<file path="src/hw/rtl/hrbf_pkg.sv">
`timescale 1ns / 1ps
`default_nettype none

package hrbf_pkg;

   localparam int LENGTH_BITS_DEFAULT = 32;
   localparam int TOTAL_BITS = 32;
   localparam int KEY_POS_BITS = 4;

   localparam logic [KEY_POS_BITS-1:0] KEY_LEN = 4'd14;
   localparam logic [KEY_POS_BITS-1:0] KEY_POS_MAX = 4'd15;

   localparam logic [7:0] CHAR_CR    = 8'h0d;
   localparam logic [7:0] CHAR_LF    = 8'h0a;
   localparam logic [7:0] CHAR_COLON = 8'h3a;
   localparam logic [7:0] CHAR_SPACE = 8'h20;
   localparam logic [7:0] CHAR_ZERO  = 8'h30;
   localparam logic [7:0] CHAR_NINE  = 8'h39;
   localparam logic [7:0] CHAR_UPPER_A = 8'h41;
   localparam logic [7:0] CHAR_UPPER_Z = 8'h5a;
   localparam logic [7:0] CASE_BIT   = 8'h20;

   typedef struct packed {
      logic [7:0] data_byte;
      logic       last_byte;
   } req_data_type;

   typedef struct packed {
      logic                  headers_found;
      logic                  complete;
      logic [TOTAL_BITS-1:0] total_length;
   } rsp_data_type;

   typedef enum logic [3:0] {
      PHASE_KEY   = 4'b0001,
      PHASE_SPACE = 4'b0010,
      PHASE_DIGIT = 4'b0100,
      PHASE_SKIP  = 4'b1000
   } line_phase_type;

   typedef enum logic [3:0] {
      TERM_NONE   = 4'b0001,
      TERM_CR     = 4'b0010,
      TERM_CRLF   = 4'b0100,
      TERM_CRLFCR = 4'b1000
   } term_state_type;

   // Lower-case header key, one character per position.
   function automatic logic [7:0] key_char(input logic [KEY_POS_BITS-1:0] pos);
      logic [7:0] ch;
      case (pos)
         4'd0:    ch = 8'h63; // c
         4'd1:    ch = 8'h6f; // o
         4'd2:    ch = 8'h6e; // n
         4'd3:    ch = 8'h74; // t
         4'd4:    ch = 8'h65; // e
         4'd5:    ch = 8'h6e; // n
         4'd6:    ch = 8'h74; // t
         4'd7:    ch = 8'h2d; // -
         4'd8:    ch = 8'h6c; // l
         4'd9:    ch = 8'h65; // e
         4'd10:   ch = 8'h6e; // n
         4'd11:   ch = 8'h67; // g
         4'd12:   ch = 8'h74; // t
         4'd13:   ch = 8'h68; // h
         default: ch = 8'h00;
      endcase
      return ch;
   endfunction

   function automatic logic [7:0] lower_ascii(input logic [7:0] c);
      logic [7:0] r;
      r = c;
      if (c >= CHAR_UPPER_A && c <= CHAR_UPPER_Z) begin
         r = c | CASE_BIT;
      end
      return r;
   endfunction

endpackage

`default_nettype wire

</file>
<file path="src/hw/rtl/http_request_boundary_finder_unit.sv">
// HTTP request boundary finder.
// req channel: one byte of a receive buffer per transfer, last_byte marks the
// final byte. The block finds the first CR LF CR LF, tracks the last
// Content-Length header before it and, on the marked byte, emits one result on
// the rsp channel: headers_found, complete (buffer holds headers plus body)
// and total_length (header length plus body length, saturated, zero when no
// header end was seen). Bytes that are not marked produce no result.
// Rate: one byte per cycle while req_stall is low, set by the single per-byte
// update of the parser state registers. The result of the marked byte passes
// the input register, the snapshot register taken with the parser update, and
// the output register with the final add and compare.
// Reset (synchronous) empties the pipeline and clears all parser state; the
// state also clears by itself after each marked byte.
// When rsp_stall is high the result holds in the output register; one more
// result can wait behind it, and non-marked bytes keep flowing until a second
// marked byte needs that slot, then req_stall rises.
`timescale 1ns / 1ps
`default_nettype none

module http_request_boundary_finder_unit
   import hrbf_pkg::*;
#(
   parameter int LENGTH_BITS = LENGTH_BITS_DEFAULT
) (
   input  wire logic         clock,
   input  wire logic         reset,
   input  wire logic         req_valid,
   output logic              req_stall,
   input  wire req_data_type req_data,
   output logic              rsp_valid,
   input  wire logic         rsp_stall,
   output rsp_data_type      rsp_data
);

   localparam logic [LENGTH_BITS-1:0] LEN_MAX = '1;

   // input register
   logic         s1_valid_ff, s1_valid_in;
   req_data_type s1_data_ff;

   // parser state
   term_state_type                term_ff, term_in;
   logic                          done_ff, done_in;
   logic [LENGTH_BITS-1:0]        bytes_ff, bytes_in;
   logic [LENGTH_BITS-1:0]        hlen_ff, hlen_in;
   line_phase_type                phase_ff, phase_in;
   logic [KEY_POS_BITS-1:0]       kpos_ff, kpos_in;
   logic                          kmis_ff, kmis_in;
   logic [LENGTH_BITS-1:0]        blen_ff, blen_in;

   // snapshot taken on the marked byte
   logic                   s2_valid_ff, s2_valid_in;
   logic                   s2_done_ff;
   logic [LENGTH_BITS-1:0] s2_bytes_ff, s2_hlen_ff, s2_blen_ff;

   // output register
   logic         rsp_valid_ff, rsp_valid_in;
   rsp_data_type rsp_data_ff, rsp_data_in;

   logic out_ready, s2_ready, s1_consume, req_take;
   logic [7:0] c;
   logic is_digit;
   logic [LENGTH_BITS+3:0] blen_scaled;
   logic [LENGTH_BITS:0] sum;

   assign out_ready  = !rsp_valid_ff || !rsp_stall;
   assign s2_ready   = !s2_valid_ff || out_ready;
   assign s1_consume = s1_valid_ff && (!s1_data_ff.last_byte || s2_ready);
   assign req_stall  = s1_valid_ff && !s1_consume;
   assign req_take   = req_valid && !req_stall;

   assign c        = s1_data_ff.data_byte;
   assign is_digit = (c >= CHAR_ZERO) && (c <= CHAR_NINE);
   assign blen_scaled = ({4'b0, blen_ff} << 3) + ({4'b0, blen_ff} << 1)
                      + {{LENGTH_BITS{1'b0}}, c[3:0]};

   always_comb begin
      s1_valid_in = req_take ? 1'b1 : (s1_consume ? 1'b0 : s1_valid_ff);
   end

   // Per-byte parser update.
   always_comb begin
      term_in  = term_ff;
      done_in  = done_ff;
      bytes_in = (bytes_ff != LEN_MAX) ? bytes_ff + 1'b1 : bytes_ff;
      hlen_in  = hlen_ff;
      phase_in = phase_ff;
      kpos_in  = kpos_ff;
      kmis_in  = kmis_ff;
      blen_in  = blen_ff;

      if (!done_ff) begin
         // line parser
         if (c == CHAR_LF) begin
            phase_in = PHASE_KEY;
            kpos_in  = '0;
            kmis_in  = 1'b0;
         end else begin
            case (phase_ff)
               PHASE_KEY: begin
                  if (c == CHAR_COLON) begin
                     if (!kmis_ff && kpos_ff == KEY_LEN) begin
                        blen_in  = '0;
                        phase_in = PHASE_SPACE;
                     end else begin
                        phase_in = PHASE_SKIP;
                     end
                  end else begin
                     if (kpos_ff >= KEY_LEN || lower_ascii(c) != key_char(kpos_ff)) begin
                        kmis_in = 1'b1;
                     end
                     if (kpos_ff != KEY_POS_MAX) begin
                        kpos_in = kpos_ff + 1'b1;
                     end
                  end
               end
               PHASE_SPACE, PHASE_DIGIT: begin
                  if (is_digit) begin
                     blen_in = (blen_scaled[LENGTH_BITS+3:LENGTH_BITS] != 4'd0)
                             ? LEN_MAX : blen_scaled[LENGTH_BITS-1:0];
                     phase_in = PHASE_DIGIT;
                  end else if (!(phase_ff == PHASE_SPACE && c == CHAR_SPACE)) begin
                     phase_in = PHASE_SKIP;
                  end
               end
               default: begin
               end
            endcase
         end

         // terminator match
         case (term_ff)
            TERM_NONE: term_in = (c == CHAR_CR) ? TERM_CR : TERM_NONE;
            TERM_CR: begin
               if (c == CHAR_LF)      term_in = TERM_CRLF;
               else if (c == CHAR_CR) term_in = TERM_CR;
               else                   term_in = TERM_NONE;
            end
            TERM_CRLF: term_in = (c == CHAR_CR) ? TERM_CRLFCR : TERM_NONE;
            TERM_CRLFCR: begin
               if (c == CHAR_LF) begin
                  done_in = 1'b1;
                  hlen_in = bytes_in;
                  term_in = TERM_NONE;
               end else begin
                  term_in = (c == CHAR_CR) ? TERM_CR : TERM_NONE;
               end
            end
            default: term_in = TERM_NONE;
         endcase
      end
   end

   always_ff @(posedge clock) begin
      if (reset) begin
         s1_valid_ff <= 1'b0;
         term_ff     <= TERM_NONE;
         done_ff     <= 1'b0;
         bytes_ff    <= '0;
         hlen_ff     <= '0;
         phase_ff    <= PHASE_KEY;
         kpos_ff     <= '0;
         kmis_ff     <= 1'b0;
         blen_ff     <= '0;
      end else begin
         s1_valid_ff <= s1_valid_in;
         if (s1_consume) begin
            if (s1_data_ff.last_byte) begin
               // clear for the next buffer
               term_ff  <= TERM_NONE;
               done_ff  <= 1'b0;
               bytes_ff <= '0;
               hlen_ff  <= '0;
               phase_ff <= PHASE_KEY;
               kpos_ff  <= '0;
               kmis_ff  <= 1'b0;
               blen_ff  <= '0;
            end else begin
               term_ff  <= term_in;
               done_ff  <= done_in;
               bytes_ff <= bytes_in;
               hlen_ff  <= hlen_in;
               phase_ff <= phase_in;
               kpos_ff  <= kpos_in;
               kmis_ff  <= kmis_in;
               blen_ff  <= blen_in;
            end
         end
      end
   end

   always_ff @(posedge clock) begin
      if (req_take) begin
         s1_data_ff <= req_data;
      end
   end

   always_comb begin
      s2_valid_in = s2_valid_ff;
      if (s2_ready) begin
         s2_valid_in = s1_consume && s1_data_ff.last_byte;
      end
   end

   always_ff @(posedge clock) begin
      if (reset) begin
         s2_valid_ff <= 1'b0;
      end else begin
         s2_valid_ff <= s2_valid_in;
      end
   end

   always_ff @(posedge clock) begin
      if (s1_consume && s1_data_ff.last_byte) begin
         s2_done_ff  <= done_in;
         s2_bytes_ff <= bytes_in;
         s2_hlen_ff  <= hlen_in;
         s2_blen_ff  <= blen_in;
      end
   end

   // Final add and compare.
   assign sum = {1'b0, s2_hlen_ff} + {1'b0, s2_blen_ff};

   always_comb begin
      rsp_data_in.headers_found = s2_done_ff;
      rsp_data_in.complete      = 1'b0;
      rsp_data_in.total_length  = '0;
      if (s2_done_ff) begin
         if (sum[LENGTH_BITS]) begin
            rsp_data_in.total_length = TOTAL_BITS'(LEN_MAX);
         end else begin
            rsp_data_in.total_length = TOTAL_BITS'(sum[LENGTH_BITS-1:0]);
            rsp_data_in.complete     = (s2_bytes_ff >= sum[LENGTH_BITS-1:0]);
         end
      end
      rsp_valid_in = out_ready ? s2_valid_ff : rsp_valid_ff;
   end

   always_ff @(posedge clock) begin
      if (reset) begin
         rsp_valid_ff <= 1'b0;
      end else begin
         rsp_valid_ff <= rsp_valid_in;
      end
   end

   always_ff @(posedge clock) begin
      if (out_ready && s2_valid_ff) begin
         rsp_data_ff <= rsp_data_in;
      end
   end

   assign rsp_valid = rsp_valid_ff;
   assign rsp_data  = rsp_data_ff;

endmodule

`default_nettype wire

</file>
<file path="config.mk">
export PLATFORM = sky130hd
export DESIGN_NAME = http_request_boundary_finder_unit
export DESIGN_NICKNAME = d
export VERILOG_FILES = /design/src/hw/rtl/hrbf_pkg.sv /design/src/hw/rtl/http_request_boundary_finder_unit.sv
export SDC_FILE = /design/constraint.sdc
export NUM_CORES = 1
export LEC_CHECK = 0
export ABC_AREA = 1
export BUFFER_PORTS_ARGS = -buffer_cell sky130_fd_sc_hd__buf_4
export CAP_MARGIN = 20
export CORE_ASPECT_RATIO = 0.6
export CORE_MARGIN = 2
export CORE_UTILIZATION = 41
export DETAILED_ROUTE_END_ITERATION = 8
export SYNTH_ARGS = -nofsm -noshare
export SYNTH_HDL_FRONTEND = slang
export SYNTH_SLANG_ARGS = --single-unit
export TNS_END_PERCENT = 30
</file>
<file path="constraint.sdc">
create_clock -name clock -period 3.6 [get_ports clock]
set_clock_uncertainty 0.05 [all_clocks]
set_input_delay 0.36 -clock clock [delete_from_list [all_inputs] [get_ports clock]]
set_output_delay 0.36 -clock clock [all_outputs]
set_load 0.01 [all_outputs]
</file>
[Yosys cells after proc, flatten, opt, wreduce, memory -nomap -nowiden]
Memory sizes are Yosys's and may differ from the RTL's. A register that Yosys moved wholly into a read port is not among the register bits.
Index checks and enable logic that the tools add are counted.
Word-level totals
  bits in registers: 253
  bits in read-only memories: 112
  bits of input ports: 13
  memories kept: 1
Operators by class
  add/subtract/negate cells: 5
  reductions and logical operators: 32
  mux-type cells: 59
  bitwise operators: 1
  equality and inequality tests: 19
  $lt $le $gt $ge: 6
Memories
  (name not given): depth 16, width 7, read ports 1, clocked after memory_dff 1, wr ports 0, RTL line hrbf_pkg.sv:51  | case (pos)
Operator list (count)
  32-bit two-way mux: 14
  4-bit two-way mux: 19
  8-bit two-way mux: 8
  32-bit one-hot mux with 2 select lines: 1
  35-bit by 33-bit adder with 36-bit output: 1
  36-bit by 4-bit adder with 36-bit output: 1
  32-bit by 32-bit adder with 33-bit output: 1
  32-bit by 1-bit adder with 32-bit output (second input constant): 1
  32-bit >= comparator: 1
  32-bit != test (second input constant): 1
  8-bit by 4-bit equality test with 1-bit output (second input constant): 2
  8-bit by 6-bit equality test with 1-bit output (second input constant): 2
  4-bit one-hot mux with 4 select lines: 1
  5-bit AND reduction: 3
  1-bit two-way mux: 12
  1-bit logical AND: 9
  3-bit nonzero test: 3
  4-bit by 1-bit equality test with 1-bit output (second input constant): 2
  4-bit by 2-bit equality test with 1-bit output (second input constant): 2
  4-bit by 3-bit equality test with 1-bit output (second input constant): 2
  4-bit equality test (second input constant): 2
  8-bit by 6-bit >= comparator with 1-bit output (second input constant): 1
  8-bit by 7-bit >= comparator with 1-bit output (second input constant): 1
  8-bit by 6-bit less-or-equal comparator with 1-bit output (second input constant): 1
  19 further kinds: 31

[Longest topological paths before layout]
  word-level depth: 15
  gate-level depth with buffers: 23

[Worst setup path after synthesis]
OpenSTA, ideal clock, no wires.
  kind: register to register
  start: register s1_data_ff[0] (netlist bit)
  end: register s2_blen_ff[0], enable pin
  stages on the path, launching flop included: 7
  path buffers: 1
  library setup time: 0.452 ns
  arrival time: 2.736 ns
  path slack: 0.362 ns
  data required time: 3.098 ns
  cell sequence: edfxtp_1 buf_4 inv_4 nor3_4 nor2_4 nand2_1 inv_1
On the way
  word-level cells in the longest chain between the ends: 4
Ends and longest elaborated chain
  start, declared: RTL line http_request_boundary_finder_unit.sv:39  | req_data_type s1_data_ff;
  start signal, assigned: RTL line http_request_boundary_finder_unit.sv:194  | s1_data_ff <= req_data;
  1-bit zero test: RTL line http_request_boundary_finder_unit.sv:68  | assign s1_consume = s1_valid_ff && (!s1_data_ff.last_byte || s2_ready);
  1-bit logical OR: RTL line http_request_boundary_finder_unit.sv:68
  1-bit logical AND: RTL line http_request_boundary_finder_unit.sv:68
  1-bit logical AND (*): RTL line http_request_boundary_finder_unit.sv:214  | if (s1_consume && s1_data_ff.last_byte) begin
  end signal, assigned: RTL line http_request_boundary_finder_unit.sv:218  | s2_blen_ff <= blen_in;
  end, declared: RTL line http_request_boundary_finder_unit.sv:54  | logic [LENGTH_BITS-1:0] s2_bytes_ff, s2_hlen_ff, s2_blen_ff;
Every way passes the cells marked *; elsewhere a longest branch is shown, timed or not.
A chain may end at the register's enable or synchronous reset.

[Worst setup path after layout]
  start: register s2_hlen_ff[3]
  end: register rsp_data_ff (netlist bit rsp_data[32]), data pin
On the way
  word-level cells in the longest chain between the ends: 2
  elaborated cells on any way between the ends: 3
  those cells by class: add/sub (1); order compare (1); reduce/logical (1)
Ends and longest elaborated chain
  start, declared: RTL line http_request_boundary_finder_unit.sv:54
  start signal, assigned: RTL line http_request_boundary_finder_unit.sv:217  | s2_hlen_ff <= hlen_in;
  32-bit by 32-bit adder with 33-bit output (*): RTL line http_request_boundary_finder_unit.sv:223  | assign sum = {1'b0, s2_hlen_ff} + {1'b0, s2_blen_ff};
  32-bit >= comparator / 2-bit OR reduction (equally long branches)
  end signal, assigned: RTL line http_request_boundary_finder_unit.sv:250  | rsp_data_ff <= rsp_data_in;
  end, declared: RTL line http_request_boundary_finder_unit.sv:58  | rsp_data_type rsp_data_ff, rsp_data_in;
Marked as above.

==> out/results.ini <==
[pwr]
switching_share_pct = 28.47
power_frac_clock_pct = 39.6
internal_power_uw = 5403
power-per-cell-area_nw_per_um2 = 366.3
reported_net_switching_power_uw = 2151
overall_power_of_the_completed_layout_uw = 7553
power_frac_seq_pct = 43.5
cellLeakagePower_uw = 0.009114
irDropWorstVdd_v = 0.0003499
power.share.combinational_pct = 16.9

[timing]
post-route-period-util_pct = 98.50
timing.fmax_ghz = 0.2820
final.hold.worst_slack_ps = 142.8
finalHoldViolCount = 0
slew_limit_headroom_pct = 26.51
worst-slew-pin-transition_ps = 1102
rsz_0062_raised_after_global_routing = yes
final-max-slew-violation-count = 0
finalWorstPathRequiredPeriod_ps = 3546
setup_viol = 0
fin_tns_setup_ps = 0

[outcome]
failing_checks = DRC
run_status = finished, violations left

[synth]
syn_area_per_cell_um2 = 7.433
post-synth-top-count-cell = sky130_fd_sc_hd__nand2_1
async_flop_share_pct = 0
synth.ff_latch_count = 260
synth_cell_types = 64
synth_top_area_share_pct = 23.15
most_instantiated_cells_after_synthesis = sky130_fd_sc_hd__nand2_1 (750), sky130_fd_sc_hd__inv_1 (282), sky130_fd_sc_hd__a21oi_1 (232)
count_of_synthesis_stage_warnings_from_yosys = 0
post_synth_instance_area_um2 = 18160
yosys.area.top_type = sky130_fd_sc_hd__edfxtp_1
synth_fp_nets = 2595
number_of_synthesized_flops_with_an_enable_pin = 140
synthTopCellsByArea = sky130_fd_sc_hd__edfxtp_1 (23%), sky130_fd_sc_hd__nand2_1 (16%), sky130_fd_sc_hd__dfxtp_1 (13%)
netlist_instances = 2443
share_of_synthesized_area_occupied_by_flip_flops_and_latches_pct = 36.38
synth_top_flop_cell = sky130_fd_sc_hd__edfxtp_1

[placement]
dp.final_hpwl_mm = 41.33
io_buffers = 48
gpl.final_weighted_congestion = 0.9786

[global_route]
grtUsageTotal_pct = 23.61
grt_first_pass_wirelength_mm = 85.88
maximum_number_of_pins_on_one_net_before_global_route_repair = 97
gr-total-overflow = 0
first_global_vias = 15310
grt_antenna_before_repair = 0

[detailed_routing]
maxUsedRoutingLayer = met4
route.detailed.drc = 2
post_drt_via_cell_ratio = 5.365
detail_route.wirelength_mm = 55.16
via_count = 16690
met2_wirelength_mm = 21.02
drtPass1Iterations = 7
wl_met3_mm = 4.981
route.antenna.remaining_nets = 0
route.layer.met1.wl_mm = 28.67
drtIter0Drc = 1759
routedWlPerCell_um = 17.74

[layout]
layout_cells_sized_above_1_pct = 12.49
diodes = 0
area_growth_syn_to_layout_pct = 13.54
post-route-util_pct = 47.34
final_net_count = 2663

[setup_path]
timing.critical_path.cells = ha_1 > buf_4 > a21oi_1 > nand2_2 > a21oi_4 > o21bai_4 > buf_4 > a21oi_4 > o21ai_4 > nand2_1 > nand2_1 > xnor2_2 > ha_4 > a21o_1 > a31oi_2 > o21ai_1 > a21oi_2 > o21ai_0 > nand2_1 > inv_1
worst_r2r_startpoint = s2_hlen_ff[3]
timing.reg2reg.setup_slack_ps = 50
slowest_delay_ps = 360
worst-endpoint-arrival_ps = 3830
worst_path_max_delay_cell = sky130_fd_sc_hd__edfxtp_1
critPathTopFamily = compound AO/OA/AOI/OAI gates
category_of_the_critical_setup_timing_path = reg2reg
required_ps = 3880
r2r_end = rsp_data[32]
timing.critical_path.from = s2_hlen_ff[3]
cell_count_along_the_critical_path = 20
worstSetupStartpointType = flip-flop
timing.critical_path.to = rsp_data[32]
timing.critical_path.fanout_max = 3
path_buf_inv = 3
crit_path_end_kind = flip-flop
cp_common_cell = sky130_fd_sc_hd__nand2_1
ff2ff_path_depth = 20

[floorplanning]
die-width_um = 275.7
dieArea_um2 = 46050
floorplan.die.height_um = 167.0
core_region_area_um2 = 43550
initial_utilization_pct = 41.69
placement_rows = 59
floorplan.io_pins = 49

[clock_network]
worstSkewPairLatency_ps = 570
cts_root_buf = sky130_fd_sc_hd__clkbuf_16
clock_tree.htree_level_count = 1
numCtsBuffers = 27
clk_pin_slew_worst_paths_ps = 70
cts_tree = yes
cts_buffer_depth = 3
clock-sinks = 260

[worst_hold_path]
worstHoldPathType = in2reg

[flow_run]
cap_violations = 0

[what timing repair did]
item,in CTS,in global routing
hold endpoints to repair,10,0
pin swaps,3,13
endpoints found under the setup margin,1,7
setup buffers,7,6
gates resized for setup,8,34
hold buffers,10,0
[layout by cell type, fill, tap and decap left out, types with 8 or more instances in the layout]
master                          instances
sky130_fd_sc_hd__dfxtp_1              120
sky130_fd_sc_hd__nand3_1              105
sky130_fd_sc_hd__nand2_2               29
sky130_fd_sc_hd__xnor2_1               19
sky130_fd_sc_hd__nand3_2               34
sky130_fd_sc_hd__nand4_1               23
sky130_fd_sc_hd__o21ai_1               18
sky130_fd_sc_hd__inv_2                 20
sky130_fd_sc_hd__buf_4                 96
sky130_fd_sc_hd__o21bai_1               8
sky130_fd_sc_hd__dlygate4sd3_1         10
sky130_fd_sc_hd__nor2_2                14
sky130_fd_sc_hd__o21ai_0               32
sky130_fd_sc_hd__nor2_4                 8
sky130_fd_sc_hd__inv_1                280
sky130_fd_sc_hd__xor2_1                37
sky130_fd_sc_hd__nor2_1               150
sky130_fd_sc_hd__ha_1                 132
sky130_fd_sc_hd__edfxtp_1             140
sky130_fd_sc_hd__a31oi_1               39
sky130_fd_sc_hd__clkbuf_16             27
sky130_fd_sc_hd__a211oi_1               9
sky130_fd_sc_hd__a21boi_0              33
sky130_fd_sc_hd__nand2_1              746
sky130_fd_sc_hd__nor3_1                22
sky130_fd_sc_hd__nor4_1                 8
sky130_fd_sc_hd__a21oi_1              227
sky130_fd_sc_hd__and2_1                12
[registers in the layout, summed over array words and instances, names as in the netlist, named ones only]
signal       count
blen_ff         32
s1_valid_ff      1
s2_valid_ff      1
hlen_ff         32
s2_hlen_ff      32
term_ff          4
rsp_valid        1
s1_data_ff       1
rsp_data        34
kmis_ff          1
kpos_ff          4
done_ff          1
phase_ff         4
bytes_ff        32
s2_blen_ff      32
s2_done_ff       1
s2_bytes_ff     32
c                8
[cell families after synthesis]
| kind of cell | share of synthesized area, % |
|---|---|
| buffers and inverters | 8.378 |
| adder cells (fa/ha/maj) | 9.701 |
| AO/OA/AOI/OAI | 13.48 |
| AND/OR/NAND/NOR | 28.88 |
| flip-flops | 36.38 |
| XOR/XNOR | 3.176 |
[worst reg2reg max path: stages, from the launching register on]
cell and delay, ps:
sky130_fd_sc_hd__edfxtp_1 360, sky130_fd_sc_hd__ha_1 320, sky130_fd_sc_hd__buf_4 150, sky130_fd_sc_hd__a21oi_1 190
sky130_fd_sc_hd__nand2_2 120, sky130_fd_sc_hd__a21oi_4 230, sky130_fd_sc_hd__o21bai_4 120, sky130_fd_sc_hd__buf_4 150
sky130_fd_sc_hd__a21oi_4 220, sky130_fd_sc_hd__o21ai_4 100, sky130_fd_sc_hd__nand2_1 90, sky130_fd_sc_hd__nand2_1 80
sky130_fd_sc_hd__xnor2_2 190, sky130_fd_sc_hd__ha_4 180, sky130_fd_sc_hd__a21o_1 170, sky130_fd_sc_hd__a31oi_2 180
sky130_fd_sc_hd__o21ai_1 100, sky130_fd_sc_hd__a21oi_2 150, sky130_fd_sc_hd__o21ai_0 90, sky130_fd_sc_hd__nand2_1 60
sky130_fd_sc_hd__inv_1 40
[final cells by class]
cell class	instances	area, um^2
Tap cell	579	724.4
Timing Repair Buffer	114	963.4
Clock inverter	16	203.9
Inverter	305	1152
Multi-Input combinational cell	1803	10250
Fill cell	4319	22940
Clock buffer	33	718.2
Sequential cell	260	6606
[through the flow]
stage               instances  setup WS, ps  cell area, um^2
global placement         3038         11.31            19300
CTS                      3104         10.68            20430
finish                   3110         54.08            20620
floorplan                2443         361.6            18160
detailed placement       3038        -80.81            19300
global route             3110        -118.1            20620
[power by group through the flow]
stage	sequential [uW]	clock (uW)	combinational, uW
6_report	3290	2990	1280
5_1_grt	3290	3170	1410
4_1_cts	3290	3050	1220
3_5_place_dp	3350	0	1180
3_3_place_gp	3350	0	1150
2_1_floorplan	3330	0	832
[layer usage]
metal | global-route usage [%] | vias to the layer above
li1 | - | 8211
met2 | 31.26 | 595
met3 | 5.335 | 39
met4 | 2.805 | 0
met1 | 38.76 | 7840
met5 | 0 | -
[worst min path at each step]
stage	cells after the start	from	end
6_report	3	rsp_stall	rsp_valid
2_1_floorplan	0	s2_done_ff	rsp_data[33]
5_1_grt	3	rsp_stall	rsp_valid
3_5_place_dp	2	kmis_ff	kmis_ff
4_1_cts	3	rsp_stall	rsp_valid
3_3_place_gp	2	kmis_ff	kmis_ff
Note: power is estimated with default switching activity, not from simulation.
